File: src/hdl/dshot_frame_codec_top_macros.svh
// assertion helpers used by the codec back end
`ifndef DSHOT_FRAME_CODEC_TOP_MACROS_SVH
`define DSHOT_FRAME_CODEC_TOP_MACROS_SVH

// same-cycle implication, disabled while reset is active
`define DFC_ASSERT_NOW(label, clk, rst_n, ante, cons) \
	label: assert property (@(posedge clk) disable iff (!rst_n) (ante) |-> (cons)) \
		else $error("dshot codec check failed");

// next-cycle implication, disabled while reset is active
`define DFC_ASSERT_NEXT(label, clk, rst_n, ante, cons) \
	label: assert property (@(posedge clk) disable iff (!rst_n) (ante) |=> (cons)) \
		else $error("dshot codec check failed");

`endif

File: src/hdl/dfc_pkg.sv
`default_nettype none
package dfc_pkg;

	// frame geometry
	localparam int FRAME_BITS      = 16;
	localparam int GAP_WORDS_DEF   = 2;
	localparam int QUEUE_DEPTH_DEF = 2;
	localparam int CNT_W           = $clog2(FRAME_BITS);

	// value clamp
	localparam logic [10:0] VALUE_MAX = 11'h7ff;

	// config port
	localparam int ADDR_W = 4;
	localparam logic [15:0] ONE_WIDTH_RST  = 16'd0;
	localparam logic [15:0] ZERO_WIDTH_RST = 16'd0;
	localparam logic [7:0]  TOL_RST        = 8'd15;

	typedef enum logic [1:0] {
		REG_ONE_WIDTH  = 2'd0,
		REG_ZERO_WIDTH = 2'd1,
		REG_TOLERANCE  = 2'd2
	} reg_idx_t;

	// input opcodes and output kinds
	localparam logic OP_ENCODE   = 1'b0;
	localparam logic OP_DECODE   = 1'b1;
	localparam logic KIND_WIDTH  = 1'b0;
	localparam logic KIND_RESULT = 1'b1;

	typedef struct packed {
		logic [15:0] one_width;
		logic [15:0] zero_width;
		logic [7:0]  tolerance;
	} cfg_t;

	// one queued job: an encoded frame or a collected received frame
	typedef struct packed {
		logic        is_dec;
		logic [15:0] frame;
		logic        bad;
	} job_t;

	// xor of the three nibbles of a 12-bit word
	function automatic logic [3:0] crc_nibble(input logic [11:0] w12);
		crc_nibble = w12[3:0] ^ w12[7:4] ^ w12[11:8];
	endfunction

	// open window test in 18-bit signed arithmetic, no wrap possible
	function automatic logic in_window(input logic [15:0] w, input logic [15:0] nom,
			input logic [7:0] tol);
		logic signed [17:0] ws;
		logic signed [17:0] lo;
		logic signed [17:0] hi;
		ws = signed'({2'b00, w});
		lo = signed'({2'b00, nom}) - signed'({10'd0, tol});
		hi = signed'({2'b00, nom}) + signed'({10'd0, tol});
		in_window = (ws > lo) && (ws < hi);
	endfunction

endpackage
`default_nettype wire

File: src/hdl/dfc_in_if.sv
`default_nettype none
interface dfc_in_if;
	logic        valid;
	logic        ready;
	logic [0:0]  opcode;
	logic [15:0] command_value;
	logic [0:0]  telemetry_request;
	logic [15:0] captured_width;

	modport source (output valid, opcode, command_value, telemetry_request, captured_width,
		input ready);
	modport sink (input valid, opcode, command_value, telemetry_request, captured_width,
		output ready);
endinterface
`default_nettype wire

File: src/hdl/dfc_out_if.sv
`default_nettype none
interface dfc_out_if;
	logic        valid;
	logic        ready;
	logic [0:0]  kind;
	logic [15:0] width_word;
	logic [10:0] decoded_value;
	logic [0:0]  decode_ok;
	logic [0:0]  last;

	modport source (output valid, kind, width_word, decoded_value, decode_ok, last,
		input ready);
	modport sink (input valid, kind, width_word, decoded_value, decode_ok, last,
		output ready);
endinterface
`default_nettype wire

File: src/hdl/dfc_front.sv
`default_nettype none
module dfc_front
	import dfc_pkg::*;
(
	input  wire logic clk,
	input  wire logic arst_n,
	input  wire cfg_t cfg,
	dfc_in_if.sink    item_in,
	input  wire logic q_full,
	output logic      push,
	output job_t      push_job
);

	logic [CNT_W-1:0] bit_count_q;
	logic [15:0]      frame_shift_q;
	logic             frame_bad_q;

	logic             accept;
	logic             is_dec;
	logic             bit_one;
	logic             bit_bad;
	logic [15:0]      shift_nxt;
	logic             bad_nxt;
	logic             frame_done;
	logic [10:0]      value_clamped;
	logic [11:0]      word12;

	assign item_in.ready = !q_full;
	assign accept = item_in.valid && item_in.ready;
	assign is_dec = (item_in.opcode == OP_DECODE);

	// classify one captured width, one window wins over zero window
	always_comb begin
		bit_one = in_window(item_in.captured_width, cfg.one_width, cfg.tolerance);
		bit_bad = !bit_one && !in_window(item_in.captured_width, cfg.zero_width,
			cfg.tolerance);
		shift_nxt = {frame_shift_q[14:0], bit_one};
		bad_nxt = frame_bad_q || bit_bad;
		frame_done = (bit_count_q == CNT_W'(FRAME_BITS - 1));
	end

	// build the outgoing 12-bit word: clamp, telemetry bit; the checksum is appended at the push
	always_comb begin
		value_clamped = (item_in.command_value > {5'd0, VALUE_MAX}) ? VALUE_MAX :
			item_in.command_value[10:0];
		word12 = {value_clamped, item_in.telemetry_request};
	end

	// queue a job for every encode item and for each completed received frame
	always_comb begin
		push = accept && (!is_dec || frame_done);
		push_job.is_dec = is_dec;
		push_job.frame = is_dec ? shift_nxt : {word12, crc_nibble(word12)};
		push_job.bad = is_dec && bad_nxt;
	end

	// receive state
	always_ff @(posedge clk or negedge arst_n) begin
		if (!arst_n) begin
			bit_count_q <= '0;
			frame_shift_q <= '0;
			frame_bad_q <= 1'b0;
		end else if (accept && is_dec) begin
			if (frame_done) begin
				bit_count_q <= '0;
				frame_shift_q <= '0;
				frame_bad_q <= 1'b0;
			end else begin
				bit_count_q <= bit_count_q + CNT_W'(1);
				frame_shift_q <= shift_nxt;
				frame_bad_q <= bad_nxt;
			end
		end
	end

endmodule
`default_nettype wire

File: src/hdl/dfc_queue.sv
`default_nettype none
module dfc_queue
	import dfc_pkg::*;
#(
	parameter int DEPTH = QUEUE_DEPTH_DEF
) (
	input  wire logic clk,
	input  wire logic arst_n,
	input  wire logic push,
	input  wire job_t push_job,
	input  wire logic pop,
	output logic      full,
	output logic      head_valid,
	output job_t      head_job
);

	localparam int PTR_W = (DEPTH > 1) ? $clog2(DEPTH) : 1;
	localparam int CNT_QW = $clog2(DEPTH + 1);

	job_t              slots_q [DEPTH];
	logic [PTR_W-1:0]  wr_ptr_q;
	logic [PTR_W-1:0]  rd_ptr_q;
	logic [CNT_QW-1:0] count_q;

	assign full = (count_q == CNT_QW'(DEPTH));
	assign head_valid = (count_q != '0);
	assign head_job = slots_q[rd_ptr_q];

	// pointers and fill count
	always_ff @(posedge clk or negedge arst_n) begin
		if (!arst_n) begin
			wr_ptr_q <= '0;
			rd_ptr_q <= '0;
			count_q <= '0;
		end else begin
			if (push) begin
				wr_ptr_q <= (wr_ptr_q == PTR_W'(DEPTH - 1)) ? '0 : wr_ptr_q + PTR_W'(1);
			end
			if (pop) begin
				rd_ptr_q <= (rd_ptr_q == PTR_W'(DEPTH - 1)) ? '0 : rd_ptr_q + PTR_W'(1);
			end
			if (push && !pop) begin
				count_q <= count_q + CNT_QW'(1);
			end else if (pop && !push) begin
				count_q <= count_q - CNT_QW'(1);
			end
		end
	end

	// job storage
	always_ff @(posedge clk) begin
		if (push) begin
			slots_q[wr_ptr_q] <= push_job;
		end
	end

endmodule
`default_nettype wire

File: src/hdl/dfc_back.sv
`default_nettype none
module dfc_back
	import dfc_pkg::*;
#(
	parameter int GAP_WORDS = GAP_WORDS_DEF
) (
	input  wire logic clk,
	input  wire logic arst_n,
	input  wire cfg_t cfg,
	input  wire logic head_valid,
	input  wire job_t head_job,
	output logic      pop,
	dfc_out_if.source item_out
);

`include "dshot_frame_codec_top_macros.svh"

	localparam int TOTAL = FRAME_BITS + GAP_WORDS;
	localparam int IDX_W = $clog2(TOTAL + 1);

	logic             active_q;
	logic             job_dec_q;
	logic [15:0]      shift_q;
	logic             bad_q;
	logic [IDX_W-1:0] idx_q;

	logic             out_valid_q;
	logic             kind_q;
	logic [15:0]      width_word_q;
	logic [10:0]      decoded_value_q;
	logic             decode_ok_q;
	logic             last_q;

	logic             adv;
	logic             final_word;
	logic             burst_last;
	logic             in_frame;
	logic             dec_ok;

	assign adv = !out_valid_q || item_out.ready;
	assign burst_last = (idx_q == IDX_W'(TOTAL - 1));
	assign final_word = job_dec_q || burst_last;
	assign pop = head_valid && (!active_q || (adv && final_word));
	assign in_frame = (idx_q < IDX_W'(FRAME_BITS));
	assign dec_ok = !bad_q && (crc_nibble(shift_q[15:4]) == shift_q[3:0]);

	// job sequencing: one output word per free output slot
	always_ff @(posedge clk or negedge arst_n) begin
		if (!arst_n) begin
			active_q <= 1'b0;
			idx_q <= '0;
			out_valid_q <= 1'b0;
		end else begin
			if (pop) begin
				active_q <= 1'b1;
				idx_q <= '0;
			end else if (adv && active_q && final_word) begin
				active_q <= 1'b0;
			end else if (adv && active_q) begin
				idx_q <= idx_q + IDX_W'(1);
			end
			if (adv) begin
				out_valid_q <= active_q;
			end
		end
	end

	// job payload and output word
	always_ff @(posedge clk) begin
		if (pop) begin
			job_dec_q <= head_job.is_dec;
			shift_q <= head_job.frame;
			bad_q <= head_job.bad;
		end else if (adv && active_q) begin
			shift_q <= {shift_q[14:0], 1'b0};
		end
		if (adv && active_q) begin
			if (job_dec_q) begin
				kind_q <= KIND_RESULT;
				width_word_q <= '0;
				decoded_value_q <= dec_ok ? shift_q[15:5] : '0;
				decode_ok_q <= dec_ok;
				last_q <= 1'b0;
			end else begin
				kind_q <= KIND_WIDTH;
				width_word_q <= !in_frame ? '0 :
					(shift_q[15] ? cfg.one_width : cfg.zero_width);
				decoded_value_q <= '0;
				decode_ok_q <= 1'b0;
				last_q <= burst_last;
			end
		end
	end

	assign item_out.valid = out_valid_q;
	assign item_out.kind = kind_q;
	assign item_out.width_word = width_word_q;
	assign item_out.decoded_value = decoded_value_q;
	assign item_out.decode_ok = decode_ok_q;
	assign item_out.last = last_q;

	// checks
	`DFC_ASSERT_NOW(a_result_not_last, clk, arst_n, out_valid_q && kind_q == KIND_RESULT,
		!last_q)
	`DFC_ASSERT_NOW(a_width_no_result, clk, arst_n, out_valid_q && kind_q == KIND_WIDTH,
		decoded_value_q == '0 && !decode_ok_q)
	`DFC_ASSERT_NEXT(a_burst_no_bubble, clk, arst_n,
		out_valid_q && kind_q == KIND_WIDTH && !last_q && item_out.ready, out_valid_q)

endmodule
`default_nettype wire

File: src/hdl/dshot_frame_codec_top.sv
// channel    dir  handshake     payload
// item_in    in   valid/ready   opcode, command_value, telemetry_request, captured_width
// item_out   out  valid/ready   kind, width_word, decoded_value, decode_ok, last
// apb        in   psel/penable  one_width @0x0, zero_width @0x4, width_tolerance @0x8
//
// an encode item gives FRAME_BITS + GAP_WORDS words (18 by default), one per cycle while item_out is ready,
// set by the back end word sequencer; the next job starts the cycle after the last word
// a decode item is taken while the job queue is not full; every 16th width queues one frame result
// input and output stall apart through a QUEUE_DEPTH-entry job queue (two by default) and an output register
// arst_n clears receive state, queue and sequencer and loads the config reset values at once
`default_nettype none
module dshot_frame_codec_top
	import dfc_pkg::*;
#(
	parameter int GAP_WORDS   = GAP_WORDS_DEF,
	parameter int QUEUE_DEPTH = QUEUE_DEPTH_DEF
) (
	input  wire logic              clk,
	input  wire logic              arst_n,
	dfc_in_if.sink                 item_in,
	dfc_out_if.source              item_out,
	input  wire logic              psel,
	input  wire logic              penable,
	input  wire logic              pwrite,
	input  wire logic [ADDR_W-1:0] paddr,
	input  wire logic [31:0]       pwdata,
	output logic [31:0]            prdata,
	output logic                   pready
);

	cfg_t cfg_q;
	logic q_full;
	logic push;
	job_t push_job;
	logic pop;
	logic head_valid;
	job_t head_job;
	logic cfg_wr;

	assign pready = 1'b1;
	assign cfg_wr = psel && penable && pwrite && pready;

	// config registers
	always_ff @(posedge clk or negedge arst_n) begin
		if (!arst_n) begin
			cfg_q.one_width <= ONE_WIDTH_RST;
			cfg_q.zero_width <= ZERO_WIDTH_RST;
			cfg_q.tolerance <= TOL_RST;
		end else if (cfg_wr) begin
			case (paddr[3:2])
				REG_ONE_WIDTH: cfg_q.one_width <= pwdata[15:0];
				REG_ZERO_WIDTH: cfg_q.zero_width <= pwdata[15:0];
				REG_TOLERANCE: cfg_q.tolerance <= pwdata[7:0];
				default: ;
			endcase
		end
	end

	// register readback
	always_comb begin
		case (paddr[3:2])
			REG_ONE_WIDTH: prdata = {16'd0, cfg_q.one_width};
			REG_ZERO_WIDTH: prdata = {16'd0, cfg_q.zero_width};
			REG_TOLERANCE: prdata = {24'd0, cfg_q.tolerance};
			default: prdata = '0;
		endcase
	end

	dfc_front u_front (
		.clk      (clk),
		.arst_n   (arst_n),
		.cfg      (cfg_q),
		.item_in  (item_in),
		.q_full   (q_full),
		.push     (push),
		.push_job (push_job)
	);

	dfc_queue #(
		.DEPTH (QUEUE_DEPTH)
	) u_queue (
		.clk        (clk),
		.arst_n     (arst_n),
		.push       (push),
		.push_job   (push_job),
		.pop        (pop),
		.full       (q_full),
		.head_valid (head_valid),
		.head_job   (head_job)
	);

	dfc_back #(
		.GAP_WORDS (GAP_WORDS)
	) u_back (
		.clk        (clk),
		.arst_n     (arst_n),
		.cfg        (cfg_q),
		.head_valid (head_valid),
		.head_job   (head_job),
		.pop        (pop),
		.item_out   (item_out)
	);

endmodule
`default_nettype wire
File: src/flat_wrapper.sv
// flat-port wrapper written by rule: the top's interface ports become plain ports
module dshot_frame_codec_top_flat import dfc_pkg::*;
#(
	parameter int GAP_WORDS   = GAP_WORDS_DEF,
	parameter int QUEUE_DEPTH = QUEUE_DEPTH_DEF
)
  (clk, arst_n, psel, penable, pwrite, paddr, pwdata, prdata, pready, item_in_valid, item_in_opcode, item_in_command_value, item_in_telemetry_request, item_in_captured_width, item_in_ready, item_out_valid, item_out_kind, item_out_width_word, item_out_decoded_value, item_out_decode_ok, item_out_last, item_out_ready);
  dfc_in_if item_in_i ();
  dfc_out_if item_out_i ();
  input  wire logic clk;
  input  wire logic arst_n;
  input  wire logic psel;
  input  wire logic penable;
  input  wire logic pwrite;
  input  wire logic [ADDR_W-1:0] paddr;
  input  wire logic [31:0] pwdata;
  output logic [31:0] prdata;
  output logic pready;
  input wire logic [$bits(item_in_i.valid)-1:0] item_in_valid;
  input wire logic [$bits(item_in_i.opcode)-1:0] item_in_opcode;
  input wire logic [$bits(item_in_i.command_value)-1:0] item_in_command_value;
  input wire logic [$bits(item_in_i.telemetry_request)-1:0] item_in_telemetry_request;
  input wire logic [$bits(item_in_i.captured_width)-1:0] item_in_captured_width;
  output wire logic [$bits(item_in_i.ready)-1:0] item_in_ready;
  output wire logic [$bits(item_out_i.valid)-1:0] item_out_valid;
  output wire logic [$bits(item_out_i.kind)-1:0] item_out_kind;
  output wire logic [$bits(item_out_i.width_word)-1:0] item_out_width_word;
  output wire logic [$bits(item_out_i.decoded_value)-1:0] item_out_decoded_value;
  output wire logic [$bits(item_out_i.decode_ok)-1:0] item_out_decode_ok;
  output wire logic [$bits(item_out_i.last)-1:0] item_out_last;
  input wire logic [$bits(item_out_i.ready)-1:0] item_out_ready;
  assign item_in_i.valid = item_in_valid;
  assign item_in_i.opcode = item_in_opcode;
  assign item_in_i.command_value = item_in_command_value;
  assign item_in_i.telemetry_request = item_in_telemetry_request;
  assign item_in_i.captured_width = item_in_captured_width;
  assign item_in_ready = item_in_i.ready;
  assign item_out_valid = item_out_i.valid;
  assign item_out_kind = item_out_i.kind;
  assign item_out_width_word = item_out_i.width_word;
  assign item_out_decoded_value = item_out_i.decoded_value;
  assign item_out_decode_ok = item_out_i.decode_ok;
  assign item_out_last = item_out_i.last;
  assign item_out_i.ready = item_out_ready;
  dshot_frame_codec_top #(.GAP_WORDS(GAP_WORDS), .QUEUE_DEPTH(QUEUE_DEPTH)) u_core (.clk(clk), .arst_n(arst_n), .item_in(item_in_i), .item_out(item_out_i), .psel(psel), .penable(penable), .pwrite(pwrite), .paddr(paddr), .pwdata(pwdata), .prdata(prdata), .pready(pready));
endmodule
File: config.mk
export PLATFORM = sky130hd
export DESIGN_NAME = dshot_frame_codec_top_flat
export DESIGN_NICKNAME = d
export VERILOG_FILES = /design/src/hdl/dfc_pkg.sv /design/src/hdl/dfc_in_if.sv /design/src/hdl/dfc_out_if.sv /design/src/hdl/dfc_front.sv /design/src/hdl/dfc_queue.sv /design/src/hdl/dfc_back.sv /design/src/hdl/dshot_frame_codec_top.sv /design/src/flat_wrapper.sv
export VERILOG_INCLUDE_DIRS = /design/src /design/src/hdl
export SDC_FILE = /design/constraint.sdc
export NUM_CORES = 1
export LEC_CHECK = 0
export ABC_AREA = 1
export BUFFER_PORTS_ARGS = -buffer_cell sky130_fd_sc_hd__buf_4
export CORE_MARGIN = 4
export CORE_UTILIZATION = 59
export DETAILED_ROUTE_END_ITERATION = 10
export HOLD_SLACK_MARGIN = 0.15
export PLACE_DENSITY = 0.81
export SYNTH_ARGS = -nofsm -noshare
export SYNTH_HDL_FRONTEND = slang
export SYNTH_SLANG_ARGS = --single-unit
export TNS_END_PERCENT = 5
File: constraint.sdc
create_clock -name clk -period 4.4 [get_ports clk]
set_input_delay 0.88 -clock clk [delete_from_list [all_inputs] [get_ports clk]]
set_output_delay 0.88 -clock clk [all_outputs]
set_load 0.05 [all_outputs]
**Word level (Yosys, flattened, before mapping)**

Memory sizes are Yosys's and may differ from the RTL's.
Index checks and enable logic that the tools add are counted.

- RAM bits: 36
- Output and inout bits: 65
- Bits in registers: 119
- Word-level logic and storage cells: 111
- Memories kept: 1

Memories:

| memory | depth | bits a word | read ports | clocked after memory_dff | wr ports | line | source |
|---|---|---|---|---|---|---|---|
| u_core.u_queue.slots_q | 2 | 18 | 1 | 0 | 1 | dfc_queue.sv:20 | `job_t slots_q [DEPTH];` |

- $lt $le $gt $ge: 6
- Equal/unequal tests: 7
- Bitwise operators: 5
- Muxes and demuxes: 21
- Add/sub/neg operators: 10
- Reductions and logical operators: 41

Operator list:

| kind | number |
|---|---|
| $mux W16 | 4 |
| $pmux W16 S3 | 1 |
| $add A16 B8 Y17 | 2 |
| $gt A17 B17 Y1 | 2 |
| $lt A16 B17 Y1 | 2 |
| $sub A16 B8 Y17 | 2 |
| $gt A16 B11 Y1 const B | 1 |
| $logic_and A1 B1 Y1 | 16 |
| $xor A4 B4 Y4 | 4 |
| $mux W15 | 1 |
| $mux W5 | 3 |
| $mux W11 | 1 |
| $reduce_and A2 Y1 | 5 |
| $logic_not A1 Y1 | 9 |
| $mux W1 | 8 |
| $reduce_bool A2 Y1 | 4 |
| $add A5 B1 Y5 const B | 1 |
| $eq A5 B5 Y1 const B | 1 |
| $logic_or A1 B1 Y1 | 5 |
| $lt A5 B5 Y1 const B | 1 |
| $add A4 B1 Y4 const B | 1 |
| $eq A2 B2 Y1 const B | 2 |
| $eq A4 B4 Y1 | 1 |
| $eq A4 B4 Y1 const B | 1 |
| other kinds (10) | 12 |

**Longest topological paths before layout**

- Depth after elaboration: 8
- Gate-level depth with buffers: 26

**By module**

Synthesis repeated with hierarchy kept, for this count alone.

- Cells, all modules: 1306
- Area total of the unflattened synthesis: 10913.0 sq um

By module, submodules not included:

| module | area an instance (sq um) | cells an instance | times used |
|---|---|---|---|
| dfc_front | 4768.3 | 693 | 1 |
| dfc_back | 2608.8 | 273 | 1 |
| dshot_frame_codec_top | 1980.6 | 259 | 1 |
| dfc_queue | 1555.2 | 81 | 1 |

**Worst setup path after synthesis**

Ideal clock, no wire load.

- Path type: input to output
- Start point: in paddr[2]
- End point: out prdata[15]
- Buffers on the path: 0
- Setup slack: 0.900 ns
- Data arrival time: 2.620 ns
- Cell stages on the path: 3
- Cell sequence: nor2_1 -> clkinv_1 -> o21ai_0

- Word-level cells in the longest chain between the ends: 2

Ends and longest elaborated chain:

| item | line | source |
|---|---|---|
| from (decl) | flat_wrapper.sv:15 | `input wire logic [ADDR_W-1:0] paddr;` |
| $eq A2 B2 Y1, or another cell as far along | dshot_frame_codec_top.sv:61 | `case (paddr[3:2])` |
| $pmux W16 S3 * | dshot_frame_codec_top.sv:61 |  |
| to (decl) | flat_wrapper.sv:17 | `output logic [31:0] prdata;` |

Mark *: on every way between the ends. The rest lies on a longest branch, timed or not.

==> results.rst <==
.. list-table::
   :header-rows: 1

   * - Metric
     - Value
   * - Max-cap check violation count
     - 0
   * - Site Rows
     - 48
   * - Static power due to leakage
     - 5.54 nW
   * - Number of global-route vias before repair
     - 7664
   * - Crit path required time
     - 4.53 ns
   * - Total power density per cell area
     - 641 mW/mm^2
   * - Total clock buffers created by CTS
     - 17
   * - 1st-pass router iterations
     - 5
   * - Most used cell along the critical path
     - sky130_fd_sc_hd__nand2_1
   * - Buffer and inverter count on the worst path
     - 1
   * - Placement Setup Slack
     - 0.481 ns
   * - Fill cell instance count of the final layout
     - 1379
   * - Quantity of hold-fixing buffers added after cts
     - 0
   * - Maximum number of pins on one net before global-route repair
     - 72
   * - RSZ-0062 raised after global routing
     - no
   * - Area enclosed by the die boundary
     - 0.0200 mm^2
   * - Least-Margin Pin Slew
     - 1.22 ns
   * - Cell breakdown of the critical path
     - inv_1, ha_1, nand2_1, nand2_1, a31oi_2, o221ai_1, nand2_1, nand3_1, nor2_2, nand2_1, xor2_1, ha_1, nand2_1, nor2_1, nand4_1, nor2_1, nor2_1, nand3_1, nand3_1, nand2_1, a21oi_1
   * - Global-route wire length before repair
     - 38.9 mm
   * - Clock edge transition at the registers on the reported setup and hold paths
     - 0.06 ns
   * - Tmin final
     - 4.00 ns
   * - DR vias/cell
     - 5.52
   * - Number of distinct library cells after synthesis
     - 58
   * - Area leader, netlist
     - sky130_fd_sc_hd__edfxtp_1
   * - Post-route clock period utilization
     - 91.0%
   * - H-tree lvl count
     - 4
   * - Drt drc
     - 0
   * - DIE HEIGHT
     - 141 um
   * - Worst endpoint data arrival time
     - 4.13 ns
   * - Area growth from synthesis to layout
     - 12.7%
   * - Worst vdd ir
     - 0.566 mV
   * - Number of antenna cells inserted
     - 0
   * - DR WL/cell
     - 16.2 um
   * - Sequential-to-total area share from yosys stat
     - 41.0%
   * - Final count of hold timing violations
     - 0
   * - NumNets Final
     - 1465
   * - HPWL Detailed
     - 18.6 mm
   * - Number of nets with antenna violations after detailed routing
     - 0
   * - Multi-input gate area
     - 0.00530 mm^2
   * - Mapped Area
     - 0.0105 mm^2
   * - Fin. max-slew vios
     - 0
   * - Sum of overflow across all layers after global routing
     - 0
   * - Highest attainable clock frequency
     - 250 MHz
   * - Kind of start point of the critical path
     - flip-flop
   * - Type of the worst setup path
     - flip-flop to flip-flop
   * - Count of instances resized after the clock tree is built
     - 0
   * - PnR worst setup slack
     - 0.397 ns
   * - Cell types with the largest area share after synthesis
     - sky130_fd_sc_hd__edfxtp_1, sky130_fd_sc_hd__dfrtp_1, sky130_fd_sc_hd__ha_1
   * - Chip width
     - 141 um
   * - Worst hold-check slack
     - 0.479 ns
   * - Sequential cell area
     - 0.00430 mm^2
   * - Worst-path cell with the longest stage delay
     - sky130_fd_sc_hd__dfstp_2
   * - Mean cell area of the mapped netlist
     - 8.71 um^2
   * - CP max FO
     - 7
   * - Fraction of final layout cells sized beyond drive strength 1
     - 16.0%
   * - Yosys Warn Count
     - 0
   * - Buffer levels on the longest clock path
     - 2
   * - Critical Path End Type
     - flip-flop
   * - Overall global routing resource usage
     - 24.5%
   * - CP max stage delay
     - 0.57 ns
   * - TritonCTS Sinks
     - 155
   * - Number of port buffers
     - 106
   * - Ports placed on the boundary
     - 142
   * - Total Power Consumption
     - 0.00759 W
   * - Area share of the largest cell type after synthesis
     - 24.0%
   * - Rel. slew slack
     - 18.4%
   * - Post-CTS setup-driven buffer insertion count
     - 0
   * - Antenna violations before repair
     - 0
   * - Latest clock arrival within the worst-skew pair
     - 0.42 ns
   * - Summed negative setup slack over all endpoints
     - 0 ns
   * - Clock Skew
     - 0.00884 ns
   * - Result of the run
     - finished, final reports clean
   * - Placeable core area
     - 0.0174 mm^2
   * - Setup violators final
     - 0
   * - Clk root buf
     - sky130_fd_sc_hd__clkbuf_16
   * - Initial DRC count
     - 626
   * - Clock tree from TritonCTS
     - yes
   * - Effective utilization at floorplan
     - 60.5%
   * - Mapped Cells
     - 1205
   * - Total routed wirelength
     - 24.6 mm
   * - DR vias
     - 8409
   * - Cell class contributing the biggest share of worst-path delay
     - simple AND/OR/NAND/NOR gates
   * - Hold Path Class
     - flip-flop to flip-flop
   * - Weighted congestion at the end of routability-driven global placement
     - 0.920
   * - FF+latch count, synth
     - 155
==> sequential cells by signal, summed over array words and instances, names as in the netlist, 2 cells and up <==
| signal | count |
|---|---|
| u_core.cfg_q | 40 |
| u_core.u_back.idx_q | 5 |
| u_core.u_back.item_out.decoded_value | 11 |
| u_core.u_back.item_out.width_word | 16 |
| u_core.u_back.shift_q | 16 |
| u_core.u_front.bit_count_q | 4 |
| u_core.u_front.frame_shift_q | 15 |
| u_core.u_queue.count_q | 2 |
| u_core.u_queue.slots_q | 36 |
==> stage by stage <==
step / utilization (%) / area, um^2 / cells
floorplan: - / 10600 / 1220
global placement: 65.0 / 11300 / 1492
detailed placement: 65.0 / 11300 / 1492
CTS: 68.2 / 11800 / 1524
global route: 68.2 / 11800 / 1524
finish: 68.2 / 11800 / 1524
==> placed cells by master, fill, tap and decap left out, types with 11 or more instances in the layout <==
cell	instances
sky130_fd_sc_hd__nor2_1	86
sky130_fd_sc_hd__xor2_1	58
sky130_fd_sc_hd__inv_2	11
sky130_fd_sc_hd__conb_1	17
sky130_fd_sc_hd__nand2_1	236
sky130_fd_sc_hd__inv_1	140
sky130_fd_sc_hd__dfrtp_1	67
sky130_fd_sc_hd__nand4_1	21
sky130_fd_sc_hd__o21ai_0	71
sky130_fd_sc_hd__xnor2_1	13
sky130_fd_sc_hd__nor2_2	12
sky130_fd_sc_hd__a211oi_1	13
sky130_fd_sc_hd__nand2_2	12
sky130_fd_sc_hd__ha_1	98
sky130_fd_sc_hd__a21oi_1	60
sky130_fd_sc_hd__a31oi_1	16
sky130_fd_sc_hd__clkbuf_16	18
sky130_fd_sc_hd__nand3_1	21
sky130_fd_sc_hd__nor3_1	16
sky130_fd_sc_hd__o22ai_1	23
sky130_fd_sc_hd__edfxtp_1	84
sky130_fd_sc_hd__buf_4	109
==> final timing paths <==
check | from | endpoint | slack [ns] | cells past startpoint
max | u_core.cfg_q[2] | u_core.u_queue.slots_q[1][0] | 0.40 | 21
min | u_core.u_back.job_dec_q | u_core.u_back.item_out.kind | 0.48 | 0
min in group asynchronous | arst_n | u_core.cfg_q[21] | 0.56 | 1
min reg2reg | u_core.u_back.job_dec_q | u_core.u_back.item_out.kind | 0.48 | 0
max reg2reg | u_core.cfg_q[2] | u_core.u_queue.slots_q[1][0] | 0.40 | 21
max in group asynchronous | arst_n | u_core.u_front.frame_shift_q[9] | 3.22 | 1
==> synth_stat cells (all sizes together) <==
library cell / number
o31a: 2
clkbuf: 20
o21a: 3
a21o: 3
and3: 4
nand3: 25
o21bai: 3
nor2: 101
dfstp: 4
or2: 8
nand2: 249
o221ai: 4
conb: 2
nor3: 17
a21oi: 65
o31ai: 2
a211oi: 13
nand3b: 4
dfrtp: 67
or3: 1
inv: 151
nor4: 5
clkinv: 2
ha: 98
xnor2: 14
o21ai: 79
fa: 4
edfxtp: 84
buf: 42
o22ai: 23
o211ai: 7
nand4: 22
a31oi: 18
xor2: 59
==> power by group <==
part,total [W],switching [W],leakage (nW),internal (W)
registers,0.00250,0.000366,1.70,0.00214
logic,0.00375,0.00247,3.56,0.00128
clock network,0.00134,0.000558,0.277,0.000779
==> routing by layer <==
layer  wire length [um]  track usage, %  vias up
met5                  0               0        -
met2              11500            38.7      321
met1              11000            35.4     3890
li1                   -               -     4160
met4                420            6.06        0
met3               1760            4.45       38
==> worst reg2reg max path, cell delays in order, from the launching register on <==
cell and delay, ns:
sky130_fd_sc_hd__dfstp_2 0.57, sky130_fd_sc_hd__inv_1 0.09, sky130_fd_sc_hd__ha_1 0.44, sky130_fd_sc_hd__nand2_1 0.13
sky130_fd_sc_hd__nand2_1 0.07, sky130_fd_sc_hd__a31oi_2 0.26, sky130_fd_sc_hd__o221ai_1 0.23, sky130_fd_sc_hd__nand2_1 0.11
sky130_fd_sc_hd__nand3_1 0.12, sky130_fd_sc_hd__nor2_2 0.18, sky130_fd_sc_hd__nand2_1 0.09, sky130_fd_sc_hd__xor2_1 0.16
sky130_fd_sc_hd__ha_1 0.32, sky130_fd_sc_hd__nand2_1 0.07, sky130_fd_sc_hd__nor2_1 0.14, sky130_fd_sc_hd__nand4_1 0.11
sky130_fd_sc_hd__nor2_1 0.10, sky130_fd_sc_hd__nor2_1 0.05, sky130_fd_sc_hd__nand3_1 0.07, sky130_fd_sc_hd__nand3_1 0.19
sky130_fd_sc_hd__nand2_1 0.14, sky130_fd_sc_hd__a21oi_1 0.09
==> logic make-up (layout without fill, tap and decap cells) <==
group / count (synthesis) / after routing / share of synthesized area, %
AO/OA/AOI/OAI: 222 / 222 / 12.5
XOR/XNOR: 73 / 73 / 6.23
adder cells (fa/ha/maj): 102 / 102 / 12.4
buffers and inverters: 215 / 294 / 9.08
flip-flops: 155 / 155 / 41.0
other: 2 / 17 / 0.0715
AND/OR/NAND/NOR: 436 / 436 / 18.7
==> layout make-up <==
cell class	instances	area share [%]
clock buffers	21	4.07
clock inverters	11	0.582
inverters	153	4.85
multi-input cells	850	44.8
flip-flops and latches	155	36.4
well taps	225	2.38
repair buffers	109	6.92
Note: power is estimated with default switching activity, not from simulation.
